**config.mk**
```make
export PLATFORM = sky130hd
export DESIGN_NAME = double_to_half_fields_unit
export DESIGN_NICKNAME = d
export VERILOG_FILES = /design/src/rtl/dthf_pkg.sv /design/src/rtl/double_to_half_fields_unit.sv
export SDC_FILE = /design/constraint.sdc
export NUM_CORES = 1
export LEC_CHECK = 0
export BUFFER_PORTS_ARGS = -buffer_cell sky130_fd_sc_hd__buf_2
export CAP_MARGIN = 20
export CORE_UTILIZATION = 25
export CTS_CLUSTER_SIZE = 8
export DETAILED_ROUTE_END_ITERATION = 16
export PLACE_DENSITY = 0.5
export SYNTH_ARGS = -nofsm -noshare
export SYNTH_HDL_FRONTEND = slang
export SYNTH_SLANG_ARGS = --single-unit
```
**constraint.sdc**
```tcl
create_clock -name clk -period 1.8 [get_ports clk]
set_clock_uncertainty 0.2 [all_clocks]
set_input_delay 0.09 -clock clk [delete_from_list [all_inputs] [get_ports clk]]
set_output_delay 0.09 -clock clk [all_outputs]
set_load 0.02 [all_outputs]
```
**src/rtl/dthf_pkg.sv**
```systemverilog
package dthf_pkg;

	localparam int DBL_W       = 64;
	localparam int D_MANT_BITS = 52;
	localparam int D_EXP_W     = 11;
	localparam int D_BIAS      = 1023;
	localparam int H_EXP_W     = 5;
	localparam int H_FRAC_W    = 10;
	localparam int H_BIAS      = 15;

	localparam logic [D_EXP_W-1:0] D_EXP_ALL1 = '1;

	typedef enum logic [1:0] {
		CLS_ZERO,
		CLS_OVF,
		CLS_NORM,
		CLS_SUB
	} cls_t;

endpackage

```
**src/rtl/double_to_half_fields_unit.sv**
```systemverilog
// Double to half field converter.
// Channels: an input transaction is taken on a rising clock edge with start high
// and busy low. The block has no internal back-pressure, so busy is always low
// and one value can enter on every cycle.
// A result transaction is shown on half_sign, half_exponent and half_fraction
// for exactly one cycle, marked by done high.
// Throughput is one value per cycle, set by the three-stage
// pipeline: classification, subnormal shift and result register.
// Each result is a truncated conversion: no rounding is done.
// Overflow and infinity give exponent 31, while NaN and zero give positive zero.
// Reset clears all stage valid bits, so no done appears until new input.
// The receiver cannot stall, so every result is delivered on the cycle
// that it leaves the last stage.
module double_to_half_fields_unit (
	input  logic                            clk,
	input  logic                            arst_n,
	input  logic                            start,
	output logic                            busy,
	input  logic [dthf_pkg::DBL_W-1:0]      double_bits,
	output logic                            done,
	output logic                            half_sign,
	output logic [dthf_pkg::H_EXP_W-1:0]    half_exponent,
	output logic [dthf_pkg::H_FRAC_W-1:0]   half_fraction
);
	import dthf_pkg::*;

	logic                   neg_in;
	logic [D_EXP_W-1:0]     dexp_in;
	logic [D_MANT_BITS-1:0] mant_in;
	cls_t                   cls_c;
	logic                   sign_c;
	logic [D_EXP_W-1:0]     sh_c;

	logic                   v_s1, v_s2, v_s3;
	cls_t                   cls_s1;
	logic                   sign_s1, sign_s2, sign_s3;
	logic [D_EXP_W-1:0]     dexp_s1;
	logic [D_MANT_BITS-1:0] mant_s1;
	logic [D_EXP_W-1:0]     sh_s1;
	logic [H_FRAC_W-1:0]    frac_s2;
	logic [H_EXP_W-1:0]     hexp_s2;
	logic [H_EXP_W-1:0]     hexp_s3;
	logic [H_FRAC_W-1:0]    frac_s3;
	logic [H_FRAC_W:0]      full_top;
	logic [H_FRAC_W-1:0]    sub_frac;

	localparam logic [D_EXP_W-1:0] E_TOP  = D_EXP_W'(D_BIAS + H_BIAS);
	localparam logic [D_EXP_W-1:0] E_LOW  = D_EXP_W'(D_BIAS + 1 - H_BIAS);
	localparam logic [D_EXP_W-1:0] SH_BASE = D_EXP_W'(D_BIAS + D_MANT_BITS
		- (H_BIAS - 1 + H_FRAC_W) - (D_MANT_BITS - H_FRAC_W));
	localparam logic [D_MANT_BITS-H_FRAC_W-1:0] LOW_ZERO = '0;

	assign busy    = 1'b0;
	assign neg_in  = double_bits[DBL_W-1];
	assign dexp_in = double_bits[DBL_W-2 -: D_EXP_W];
	assign mant_in = double_bits[D_MANT_BITS-1:0];
	assign sh_c    = SH_BASE - dexp_in;

	always_comb begin
		cls_c  = CLS_ZERO;
		sign_c = 1'b0;
		if (dexp_in == D_EXP_ALL1) begin
			if (mant_in == '0) begin
				cls_c  = CLS_OVF;
				sign_c = neg_in;
			end
		end else if (dexp_in == '0) begin
			sign_c = (mant_in != '0) ? neg_in : 1'b0;
		end else begin
			sign_c = neg_in;
			if (dexp_in > E_TOP || (dexp_in == E_TOP &&
				mant_in[D_MANT_BITS-1 -: H_FRAC_W] == '1 &&
				mant_in[D_MANT_BITS-H_FRAC_W-1:0] != LOW_ZERO)) begin
				cls_c = CLS_OVF;
			end else if (dexp_in >= E_LOW) begin
				cls_c = CLS_NORM;
			end else begin
				cls_c = CLS_SUB;
			end
		end
	end

	always_ff @(posedge clk or negedge arst_n) begin
		if (!arst_n) begin
			v_s1 <= 1'b0;
			v_s2 <= 1'b0;
			v_s3 <= 1'b0;
		end else begin
			v_s1 <= start;
			v_s2 <= v_s1;
			v_s3 <= v_s2;
		end
	end

	always_ff @(posedge clk) begin
		cls_s1  <= cls_c;
		sign_s1 <= sign_c;
		dexp_s1 <= dexp_in;
		mant_s1 <= mant_in;
		sh_s1   <= sh_c;
	end

	// The subnormal shift works on the top eleven significand bits only,
	// since the low bits never reach the ten-bit result.
	assign full_top = {1'b1, mant_s1[D_MANT_BITS-1 -: H_FRAC_W]};
	assign sub_frac = (sh_s1 > D_EXP_W'(H_FRAC_W)) ? '0
		: H_FRAC_W'(full_top >> sh_s1[3:0]);

	always_ff @(posedge clk) begin
		sign_s2 <= sign_s1;
		case (cls_s1)
			CLS_OVF: begin
				hexp_s2 <= '1;
				frac_s2 <= '0;
			end
			CLS_NORM: begin
				hexp_s2 <= H_EXP_W'(dexp_s1 - D_EXP_W'(D_BIAS - H_BIAS));
				frac_s2 <= mant_s1[D_MANT_BITS-1 -: H_FRAC_W];
			end
			CLS_SUB: begin
				hexp_s2 <= '0;
				frac_s2 <= sub_frac;
			end
			default: begin
				hexp_s2 <= '0;
				frac_s2 <= '0;
			end
		endcase
	end

	always_ff @(posedge clk) begin
		sign_s3 <= sign_s2;
		hexp_s3 <= hexp_s2;
		frac_s3 <= frac_s2;
	end

	assign done          = v_s3;
	assign half_sign     = sign_s3;
	assign half_exponent = hexp_s3;
	assign half_fraction = frac_s3;

endmodule
```
**Yosys cells after proc, flatten, opt, wreduce, memory -nomap -nowiden**

Cells that the tools add are included.

- Add/sub/neg operators: 2
- Magnitude comparators: 3
- Shift-type cells: 1
- Eq/ne operators: 6
- Muxes and demuxes: 12
- Reduce and logical (&&, ||, !) cells: 7

Operators by type and width:

| kind | number |
|---|---|
| 52-bit zero test | 1 |
| 52-bit nonzero test | 1 |
| 42-bit nonzero test | 1 |
| 11-bit equality test, second input constant | 2 |
| 10-bit one-hot mux with 2 select lines | 1 |
| 11-bit by 10-bit >= comparator with 1-bit output, second input constant | 1 |
| 11-bit > comparator, second input constant | 1 |
| 11-bit by 4-bit > comparator with 1-bit output, second input constant | 1 |
| 11-bit zero test | 1 |
| 11-bit by 4-bit right shift with 10-bit output | 1 |
| 10-bit by 11-bit subtractor with 11-bit output, first input constant | 1 |
| 10-bit equality test, second input constant | 1 |
| 10-bit two-way mux | 1 |
| 5-bit one-hot mux with 2 select lines | 1 |
| 1-bit two-way mux | 6 |
| 2-bit two-way mux | 3 |
| 5-bit subtractor, second input constant | 1 |
| 2-bit equality test, second input constant | 2 |
| 2-bit by 1-bit equality test with 1-bit output, second input constant | 1 |
| 1-bit logical AND | 2 |
| 1-bit logical OR | 1 |

- Word-level logic and storage cells: 45
- Output and inout bits: 18
- Bits of input ports: 67
- Register bits after elaboration: 106

**Longest topological paths before layout**

Gate-level depths: netlist (run 1).

- Depth in word-level cells: 7
- Mapped depth: 7

**Worst setup path after synthesis (run 1)**

OpenSTA, ideal clock, no wires.

- Kind: reg2reg
- Start point: register sh_s1[0]
- End point: register frac_s2[3]
- Buffers on the path: 2
- Arrival: 1.441 ns
- Slack: 0.036 ns
- Setup time: 0.123 ns
- Cell stages (with the launch flop): 6
- Cells stage by stage: dfxtp_1 -> clkbuf_1 -> buf_2 -> mux4_2 -> mux2i_1 -> o21ai_1

- Longest elaborated chain between the ends: 3
- Elaborated cells on any way between the ends: 4

Ends and longest elaborated chain:

| element | RTL line | source |
|---|---|---|
| start, declared | double_to_half_fields_unit.sv:39 | `logic [D_EXP_W-1:0] sh_s1;` |
| start signal, assigned | double_to_half_fields_unit.sv:100 | `sh_s1 <= sh_c;` |
| 11-bit by 4-bit > comparator with 1-bit output / 11-bit by 4-bit right shift with 10-bit output (equally long branches) | double_to_half_fields_unit.sv:106, double_to_half_fields_unit.sv:107 |  |
| 10-bit two-way mux (*) | double_to_half_fields_unit.sv:106 | `assign sub_frac = (sh_s1 > D_EXP_W'(H_FRAC_W)) ? '0` |
| 10-bit one-hot mux with 2 select lines (*) | double_to_half_fields_unit.sv:111 | `case (cls_s1)` |
| end signal, assigned | double_to_half_fields_unit.sv:118 | `frac_s2 <= mant_s1[D_MANT_BITS-1 -: H_FRAC_W];` |
| end signal, assigned | double_to_half_fields_unit.sv:122 | `frac_s2 <= sub_frac;` |
| end, declared | double_to_half_fields_unit.sv:40 | `logic [H_FRAC_W-1:0] frac_s2;` |

Mark *: on every way between the ends. The rest lies on a longest branch, timed or not.

**Worst setup path after layout (run 1)**

- Start point: input double_bits[57] (netlist name)
- End point: register sh_s1[7]

- Longest elaborated chain between the ends: 1

Ends and longest elaborated chain:

| element | RTL line | source |
|---|---|---|
| start, declared | double_to_half_fields_unit.sv:19 | `input logic [dthf_pkg::DBL_W-1:0] double_bits,` |
| 10-bit by 11-bit subtractor with 11-bit output | double_to_half_fields_unit.sv:57 | `assign sh_c = SH_BASE - dexp_in;` |
| via sh_c[7] | double_to_half_fields_unit.sv:32 | `logic [D_EXP_W-1:0] sh_c;` |

The timed path passes the listed nets, and every way through them passes these cells.

==> results of run 1 <==
==> kinds of logic (layout without fill, tap and decap cells) <==
| family | count (synthesis) | in the layout | share of synthesized area [%] |
|---|---|---|---|
| AND/OR/NAND/NOR | 76 | 76 | 18.3 |
| flip-flops | 63 | 63 | 56.4 |
| AO/OA/AOI/OAI | 31 | 31 | 9.13 |
| buffers and inverters | 15 | 160 | 2.71 |
| multiplexers | 14 | 14 | 7.36 |
| XOR/XNOR | 8 | 8 | 3.10 |
| adder cells (fa/ha/maj) | 5 | 5 | 2.77 |
| other | 1 | 1 | 0.166 |
==> layout make-up <==
| cell class | instances | area, um2 |
|---|---|---|
| Timing Repair Buffer | 135 | 903 |
| Clock inverter | 3 | 40.0 |
| Sequential cell | 63 | 1280 |
| Multi-Input combinational cell | 135 | 945 |
| Inverter | 9 | 33.8 |
| Fill cell | 875 | 5220 |
| Tap cell | 108 | 135 |
| Clock buffer | 13 | 169 |
==> report_power, final <==
part	internal, W	total, W	switching [W]	leakage [nW]
clock network	0.000748	0.00124	0.000492	0.109
logic	0.000214	0.000403	0.000189	0.952
registers	0.00148	0.00151	0.0000317	0.534
==> cell usage in the layout (no fill, tap or decap), types with 2 or more instances in the layout <==
cell,Yosys,final
clkbuf_8,0,12
mux4_2,2,2
nand4_1,4,4
and4_1,2,2
a211oi_1,4,4
nor2_1,21,21
a31oi_1,2,2
inv_1,9,9
nor3_1,4,4
xor2_1,6,6
a22o_1,3,3
nand3_1,10,10
ha_1,5,5
nor4_1,15,14
dlygate4sd3_1,0,32
clkinv_2,0,2
dfrtp_1,3,3
mux2i_1,11,11
nor4_2,1,2
xnor2_1,2,2
dfxtp_1,60,60
o21ai_1,5,5
nand2_1,10,10
buf_2,1,81
buf_4,1,21
a21oi_1,9,9
==> final timing paths <==
check | startpoint | endpoint | cells past startpoint
setup / recovery | double_bits[57] | sh_s1[7]$_DFF_P_ | 6
hold reg to reg | hexp_s2[3]$_DFF_P_ | half_exponent[3]$_DFF_P_ | 0
hold / removal | double_bits[32] | cls_s1[1]$_SDFF_PP0_ | 6
min in group asynchronous | arst_n | done$_DFF_PN0_ | 3
setup reg to reg | sh_s1[0]$_DFF_P_ | frac_s2[0]$_DFF_P_ | 6
max in group asynchronous | arst_n | v_s1$_DFF_PN0_ | 3
==> metal layers <==
layer	GRT usage [%]	wire, um
met3	3.67	381
met2	20.7	2740
met4	7.58	118
met5	0	0
met1	13.8	2340
==> flip-flops by register name, indices dropped and copies added, names as in the netlist <==
signal,count
sign_s1,1
frac_s2,10
done,1
cls_s1,2
dexp_s1,4
half_fraction,10
v_s2,1
v_s1,1
half_exponent,5
sign_s2,1
half_sign,1
hexp_s2,5
sh_s1,11
mant_s1,10
==> stage by stage <==
| stage | setup WS, ns | hold slack (ns) | area, um2 |
|---|---|---|---|
| 2_1_floorplan | 0.0362 | -0.406 | 2260 |
| 3_3_place_gp | -0.136 | -0.313 | 2950 |
| 3_5_place_dp | -0.176 | -0.311 | 2950 |
| 4_1_cts | 0.0109 | -0.0189 | 3480 |
| 5_1_grt | 0.00393 | 0.0455 | 3500 |
| 6_report | 0.0469 | 0.0222 | 3500 |
==> timing repair <==
item / 4_1_cts / 5_1_grt
buffers inserted: 0 / 0
hold buffers: 32 / 0
resized for setup: 0 / 7
hold endpoints to repair: 32 / 0
endpoints found under the setup margin: 0 / 10
==> tightest hold or removal path, cell delays in order <==
cell and delay [ns]:
buf_2 0.07, nor4_1 0.04, nand3_1 0.09, nor3_1 0.08
nor2_1 0.09, a211oi_1 0.05
==> flow_summary.yaml, run 1 <==
final_layout:
  drive_above_1_share_pct: 35.2
  n_antenna_cell: 0
  area_delta_synth_final_pct: 54.9
  fin_nets: 425
  stdcell_count: 466
  final_util_pct: 40.2
yosys:
  ys_ff_latch: 63
  synth_warnings: 0
  syn_nets: 285
  yosysSeqAreaShare_pct: 56.4
  synth_top_area_share_pct: 53.1
  synth_top_area_cell: "dfxtp_1"
  synthTopCellsByCount: "60 x dfxtp_1, 21 x nor2_1, 15 x nor4_1, 11 x mux2i_1"
  syn_inst: 213
  yosys-top-cells-area: "dfxtp_1 53%, mux2i_1 4.9%, nor4_1 4.2%, nor2_1 3.5%, dfrtp_1 3.3%"
  synth_area_mm2: 0.00226
  yosysMostFrequentCell: "dfxtp_1"
  ys.flop_type: "dfxtp_1"
  synth-edff-count: 0
  synthArstFlopShare_pct: 4.76
  synth_area_per_cell_um2: 10.6
  ys_types: 43
critical_path:
  cp_cell_sequence: "buf_2 -> buf_4 -> dlygate4sd3_1 -> nand4_1 -> xor2_1 -> dlygate4sd3_1"
  endpoint_kind: "flip-flop"
  worst_path_most_repeated_cell: "dlygate4sd3_1"
  critical_path_class: "in -> reg"
  cp.arrival_ns: 1.77
  crit_path_start_kind: "input pin"
  crit_buf_inv: 4
  crit_family: "buffers and inverters"
  cp.required_ns: 1.82
  max_stage_delay_ns: 0.63
  r2r_setup_slack_ns: 0.09
  critical-path-slowest-cell: "dlygate4sd3_1"
  path_max_fanout: 3
clock_network:
  clock_path_buffers: 2
  cts_tree: "yes"
  htree_levels: 3
  cts-buffers-inserted: 9
  insertion_delay_ns: 0.33
  path_clk_slew_ns: 0.07
  cts_num_sinks: 63
  cts.root.buffer_cell: "clkbuf_8"
detailed_routing:
  antenna_left: 0
  postRouteWirelength_um: 5580
  drcViolationCount: 0
  wl_per_cell_um: 12.0
  first_pass_iters: 4
  drtIter0Drc: 72
  viasPerCell: 4.44
  num_vias: 2068
placed_design:
  dp_cells: 418
  port_buffers: 83
  place_congestion: 0.815
  hpwl_um: 4180
grt:
  globalRouteOverflowTotal: 0
  grt_start_max_net_pins: 16
  antenna_found_initial: 0
  grt_pass1_vias: 1994
  grt_usage_pct: 12.4
  grt_pass1_wl_um: 9050
hold_path:
  hold_class: "in -> reg"
sta:
  fin_crit_ns: 1.75
  max_freq_mhz: 570
  setup_viol: 0
  finalCritPeriodShare_pct: 97.4
  slew_viol_final: 0
  slew_headroom_pct: 65.1
  rsz0062_at_grt: "false"
  worst_pin_slew_ns: 0.523
  setup_tns_ns: 0
  hold_viol_final: 0
pwr:
  leakage_nw: 1.60
  ir_drop_mv: 0.298
  total_power_w: 0.00315
  power.density_mw_per_mm2: 900
floorplan:
  rows: 34
  core-area_mm2: 0.00872
  pin_count: 85
  fp.dieArea_mm2: 0.00943
  chipWidth_um: 97.1
  die_y_um: 97.1
  initial_core_util_pct: 25.9
run:
  maxCapViolations: 0
status:
  status: "finished, final reports clean"
(Power assumes the default switching activity.)
==> run 2, diff against run 1 <==
ABC_AREA = 1   (was not set)
PLACE_DENSITY = 0.47   (was 0.5)
clock period = 1.76 ns   (was 1.8 ns; I/O delays follow)
==> run 2 against run 1 <==
Net effect: final cell count up 27%; critical endpoint is now sh_s1[8]$_DFF_P_; worst setup slack worse by 0.0056 ns; die area up 12%; design area up 3.0%; flip-flop and latch count unchanged; sequential power up 3%; largest power group unchanged; via count up 16%; synthesized area up 12%; routed wire length up 7.5%; global-route usage up 0.21 points; non-clock buffer count down 22.
==> flow_summary.yaml, run 2 <==
status:
  status: "finished, final reports clean"
yosys:
  synth_top_area_cell: "dfxtp_1"
  synth_area_mm2: 0.00254
  ys_ff_latch: 63
  yosysMostFrequentCell: "nand2_1"
  ys.flop_type: "dfxtp_1"
  synthArstFlopShare_pct: 4.76
  synthTopCellsByCount: "94 x nand2_1, 60 x dfxtp_1, 51 x nor2_1, 27 x inv_1, 18 x o21ai_1"
  yosysSeqAreaShare_pct: 50.2
  synth-edff-count: 0
  yosys-top-cells-area: "dfxtp_1 47%, nand2_1 14%, nor2_1 7.5%, inv_1 4.0%, o21ai_1 3.5%"
  synth_top_area_share_pct: 47.3
  syn_nets: 407
  syn_inst: 335
  ys_types: 30
  synth_warnings: 0
  synth_area_per_cell_um2: 7.58
pwr:
  power.density_mw_per_mm2: 883
  leakage_nw: 1.69
  ir_drop_mv: 0.449
detailed_routing:
  wl_met3_um: 390
  viasPerCell: 4.07
  drcViolationCount: 0
  wl_per_cell_um: 10.1
  drtIter0Drc: 90
  first_pass_iters: 5
  wl_met1_um: 2800
  dr_wl_met2_um: 2660
  postRouteWirelength_um: 5990
  highest_layer: "met4"
  antenna_left: 0
  num_vias: 2407
final_layout:
  multiInputGateArea_mm2: 0.00114
  final_cell_mix: "94 x nand2_1, 82 x buf_2, 60 x dfxtp_1, 51 x nor2_1"
  fillCellCount: 1097
  largest_reg_flops: 11
  final_common_cell: "nand2_1"
  stdcell_area_mm2: 0.00361
  n_antenna_cell: 0
  drive_above_1_share_pct: 26.8
  final-seq-area_mm2: 0.00128
  fin_nets: 526
  max_flop_register: "sh_s1"
  final_util_pct: 36.7
  area_delta_synth_final_pct: 42.1
critical_path:
  cp_cell_sequence: "dlygate4sd3_1 -> buf_2 -> inv_1 -> nand3_4 -> nand4_1 -> xor2_1 -> dlygate4sd3_1"
  r2r-end: "frac_s2[6]$_DFF_P_"
  r2r_setup_slack_ns: 0.19
  rr_worst_depth: 7
  rr_startpoint: "cls_s1[0]$_DFF_P_"
  endpoint_kind: "flip-flop"
  cp.required_ns: 1.79
  crit_family: "buffers and inverters"
  worst_path_most_repeated_cell: "dlygate4sd3_1"
  critical_path_class: "in -> reg"
  path_max_fanout: 5
  crit_buf_inv: 4
  crit_path_start_kind: "input pin"
  cp.arrival_ns: 1.75
  critical-path-slowest-cell: "dlygate4sd3_1"
  max_stage_delay_ns: 0.54
placed_design:
  place_congestion: 0.837
  placed_area_mm2: 0.00313
  hpwl_um: 4680
  pre_cts_slack_ns: 0.137
  port_buffers: 83
clock_network:
  cts_tree: "yes"
  insertion_delay_ns: 0.35
  cts_setup_buffers: 0
  path_clk_slew_ns: 0.07
  htree_levels: 3
  cts_num_sinks: 63
  clock_path_buffers: 2
  cts-buffers-inserted: 9
  cts.root.buffer_cell: "clkbuf_8"
sta:
  hold_viol_final: 0
  fin_crit_ns: 1.72
  max_freq_mhz: 582
  setup_tns_ns: 0
  rsz0062_at_grt: "false"
  setup_viol: 0
  slew_viol_final: 0
  finalCritPeriodShare_pct: 97.7
  setup_slack_ns: 0.0412
hold_path:
  whs_endpoint: "cls_s1[1]$_SDFF_PP0_"
  min-delay-start: "double_bits[40]"
  whs_path_depth: 8
  hold_class: "in -> reg"
floorplan:
  die_y_um: 103
  fp.dieArea_mm2: 0.0106
  pin_count: 85
  initial_core_util_pct: 25.9
  core-area_mm2: 0.00982
  rows: 36
  chipWidth_um: 103
grt:
  antenna_found_initial: 0
  grt_start_max_net_pins: 14
  globalRouteOverflowTotal: 0
  grt_usage_pct: 12.6
  grt_pass1_wl_um: 9980
  grt_pass1_vias: 2329
run:
  maxCapViolations: 0
==> run 2: changes by cell type after synthesis, sizes merged, moves of 3 or more <==
cell / before / now
a211oi: 4 / 0
a21oi: 9 / 6
a22o: 3 / 0
inv: 9 / 32
mux2i: 11 / 0
nand2: 10 / 97
nand3: 10 / 17
nor2: 21 / 56
nor3: 5 / 8
nor4: 16 / 1
o21ai: 5 / 27
==> run 2: per-layer routing <==
metal,vias to the layer above,GRT usage [%]
met5,-,0
met4,0,6.93
met3,15,3.53
met2,103,21.0
met1,1002,14.6
li1,1287,-
==> run 2: cells by family (layout without fill, tap and decap cells) <==
kind of cell	count (synthesis)	in the layout	synth area share, %
compound gates	35	35	7.09
xor+xnor	8	8	2.76
fa+ha+maj	5	5	2.46
buf+inv	37	161	5.76
flops	63	63	50.2
other cells	1	1	0.148
simple gates	186	186	31.5
==> run 2: layout make-up <==
type                       instances  share of cell area (%)
tap                              133                    4.61
sequential                        63                    35.4
timing repair buffer             113                    19.6
clock buffer                       9                    3.43
clock inverter                     7                    2.05
multi-input combinational        235                    31.6
inverter                          32                    3.33
==> run 2: how the worst max path moves through the flow <==
| stage | from | to | slack (ns) | cells after the start |
|---|---|---|---|---|
| after floorplan | cls_s1[0]$_DFF_P_ | frac_s2[4]$_DFF_P_ | 0.37 | 7 |
| after global placement | sh_s1[10]$_DFF_P_ | frac_s2[4]$_DFF_P_ | 0.15 | 5 |
| after detailed placement | cls_s1[0]$_DFF_P_ | frac_s2[6]$_DFF_P_ | 0.14 | 7 |
| after CTS | double_bits[55] | sh_s1[8]$_DFF_P_ | 0.03 | 7 |
| after global routing | sh_s1[2]$_DFF_P_ | frac_s2[6]$_DFF_P_ | 0.006 | 7 |
| final | double_bits[53] | sh_s1[8]$_DFF_P_ | 0.04 | 7 |
==> run 2: timing repair <==
| item | 4_1_cts | 5_1_grt |
|---|---|---|
| resized for setup | 0 | 7 |
| hold buffers | 26 | 0 |
| setup endpoints to repair | 0 | 8 |
| endpoints found under the hold margin | 31 | 0 |
==> run 2: worst register-to-register path: cells and delay by family (launching register included) <==
| kind | cells | cell delay, ns |
|---|---|---|
| simple gates | 5 | 0.70 |
| flops | 1 | 0.37 |
| compound gates | 1 | 0.09 |
| fa+ha+maj | 1 | 0.16 |
==> run 2: power breakdown <==
part	switching [W]	total, W	internal (W)
clock	0.000568	0.00122	0.000654
sequential	0.0000362	0.00155	0.00151
combinational	0.000227	0.000414	0.000187
total	0.000831	0.00319	0.00235
==> run 2: metrics by stage <==
step / power, W / std cells / hold WS (ns)
floorplan: 0.00178 / 335 / -0.408
global placement: 0.00195 / 550 / -0.316
detailed placement: 0.00195 / 550 / -0.314
CTS: 0.00323 / 592 / 0.0332
global route: 0.00337 / 592 / 0.112
finish: 0.00319 / 592 / 0.0562
==> run 3, diff against run 2 <==
ABC_AREA = not set   (was 1)
BUFFER_PORTS_ARGS = -buffer_cell sky130_fd_sc_hd__clkbuf_2   (was -buffer_cell sky130_fd_sc_hd__buf_2)
CORE_MARGIN = 2   (was not set)
PLACE_DENSITY = 0.48   (was 0.47)
==> run 3 against run 2 <==
Net effect: routed wire length fell by 6.5%; count of clock-buffer cells in the layout up 3; sequential power is essentially flat; sequential share of layout area down 0.33 points; highest routed layer unchanged; critical endpoint is now sh_s1[7]$_DFF_P_.
==> flow_summary.yaml, run 3 (synthesis gave the netlist of run 1 again) <==
critical_path:
  crit_path_start_kind: "input pin"
  cp.arrival_ns: 1.70
  cp.required_ns: 1.79
  path_max_fanout: 6
  endpoint_kind: "flip-flop"
  critical_path_class: "in -> reg"
floorplan:
  fp.dieArea_mm2: 0.00982
  chipWidth_um: 99.1
  rows: 34
  initial_core_util_pct: 25.8
  pin_count: 85
  die_y_um: 99.1
  core-area_mm2: 0.00876
final_layout:
  stdcell_area_mm2: 0.00365
  area_delta_synth_final_pct: 61.4
  largest_reg_flops: 11
  fin_nets: 434
  n_antenna_cell: 0
  final_common_cell: "clkbuf_2"
  max_flop_register: "sh_s1"
  final_cell_mix: "81 x clkbuf_2, 58 x dfxtp_1, 33 x dlygate4sd3_1, 25 x buf_4, 19 x nor2_1"
  final_util_pct: 41.6
  drive_above_1_share_pct: 38.4
sta:
  finalCritPeriodShare_pct: 95.3
  setup_slack_ns: 0.0832
  worst_pin_slew_ns: 0.512
  max_freq_mhz: 596
  holdWs_ns: 0.0151
  rsz0062_at_grt: "false"
  hold_viol_final: 0
  slew_headroom_pct: 65.8
  fin_crit_ns: 1.68
  slew_viol_final: 0
  setup_viol: 0
placed_design:
  port_buffers: 83
  pre_cts_slack_ns: -0.165
  place_congestion: 0.793
  placed_area_mm2: 0.00298
  hpwl_um: 4200
status:
  status: "finished, final reports clean"
grt:
  grt_start_max_net_pins: 16
  antenna_found_initial: 0
  grt_pass1_vias: 2002
  globalRouteOverflowTotal: 0
  grt_pass1_wl_um: 9070
  grt_usage_pct: 11.8
clock_network:
  cts.root.buffer_cell: "clkbuf_8"
  insertion_delay_ns: 0.33
  htree_levels: 3
  cts-buffers-inserted: 9
  path_clk_slew_ns: 0.07
  cts_num_sinks: 63
  clock_path_buffers: 2
  cts_tree: "yes"
pwr:
  leakage_nw: 1.66
  power.density_mw_per_mm2: 873
  ir_drop_mv: 0.259
detailed_routing:
  drtIter0Drc: 92
  viasPerCell: 4.41
  postRouteWirelength_um: 5600
  num_vias: 2095
  antenna_left: 0
  first_pass_iters: 4
  drcViolationCount: 0
  wl_per_cell_um: 11.8
hold_path:
  hold_class: "in -> reg"
run:
  maxCapViolations: 0
## run 3: changes by cell type in the layout (fill, tap and decap cells not counted), sizes merged, moves of 11 or more
cell / previous run / this run
o21ai: 27 / 5
buf: 87 / 28
nand2: 97 / 10
nor2: 56 / 21
mux2i: 0 / 11
clkbuf: 9 / 93
inv: 32 / 9
nor4: 1 / 16
## run 3: area by class of cell
type	instances	area [um2]
multi-input cells	135	1020
fillers	877	5110
repair buffers	144	991
clock buffers	12	145
well taps	108	135
inverters	9	33.8
clock inverters	4	45.0
flip-flops and latches	63	1280
## run 3: path summary, 6_finish.rpt
check	from	slack, ns	cells after the start	endpoint
max reg2reg	sh_s1[0]$_DFF_P_	0.11	6	frac_s2[0]$_DFF_P_
max in group asynchronous	arst_n	0.79	3	v_s1$_DFF_PN0_
min reg2reg	frac_s2[8]$_DFF_P_	0.12	0	half_fraction[8]$_DFF_P_
min	double_bits[62]	0.02	4	sign_s1$_DFF_P_
min in group asynchronous	arst_n	0.42	3	done$_DFF_PN0_
max	double_bits[56]	0.08	6	sh_s1[7]$_DFF_P_
## run 3: worst max-delay path: stages
cell and delay (ns):
clkbuf_2 0.11, dlygate4sd3_1 0.56, buf_4 0.14, nand4_1 0.10
xor2_1 0.16, dlygate4sd3_1 0.55
## run 3: metrics by stage
step / TNS (ns) / power [W] / std cells
after detailed placement: -0.363 / 0.00193 / 423
after floorplan: 0 / 0.00174 / 213
after global routing: 0 / 0.00334 / 475
final: 0 / 0.00319 / 475
after CTS: 0 / 0.00319 / 472
after global placement: -0.449 / 0.00193 / 423
## run 3: layer usage
metal	track usage, %	share of wire, %	vias to the layer above
li1	-	-	1067
met2	19.0	46	82
met5	0	0	-
met3	3.94	8.3	7
met4	6.32	1.7	0
met1	13.9	44	939
## run 3: where the power goes
part / switching [W] / internal [W]
clock: 0.000508 / 0.000686
combinational: 0.000205 / 0.000240
sequential: 0.0000363 / 0.00151
## run 3: what timing repair did
action,in CTS,in global routing
hold endpoints to repair,32,2
resized for setup,1,27
hold buffers,33,2
pin swaps,0,6
setup endpoints to repair,9,8
buffers inserted,0,1
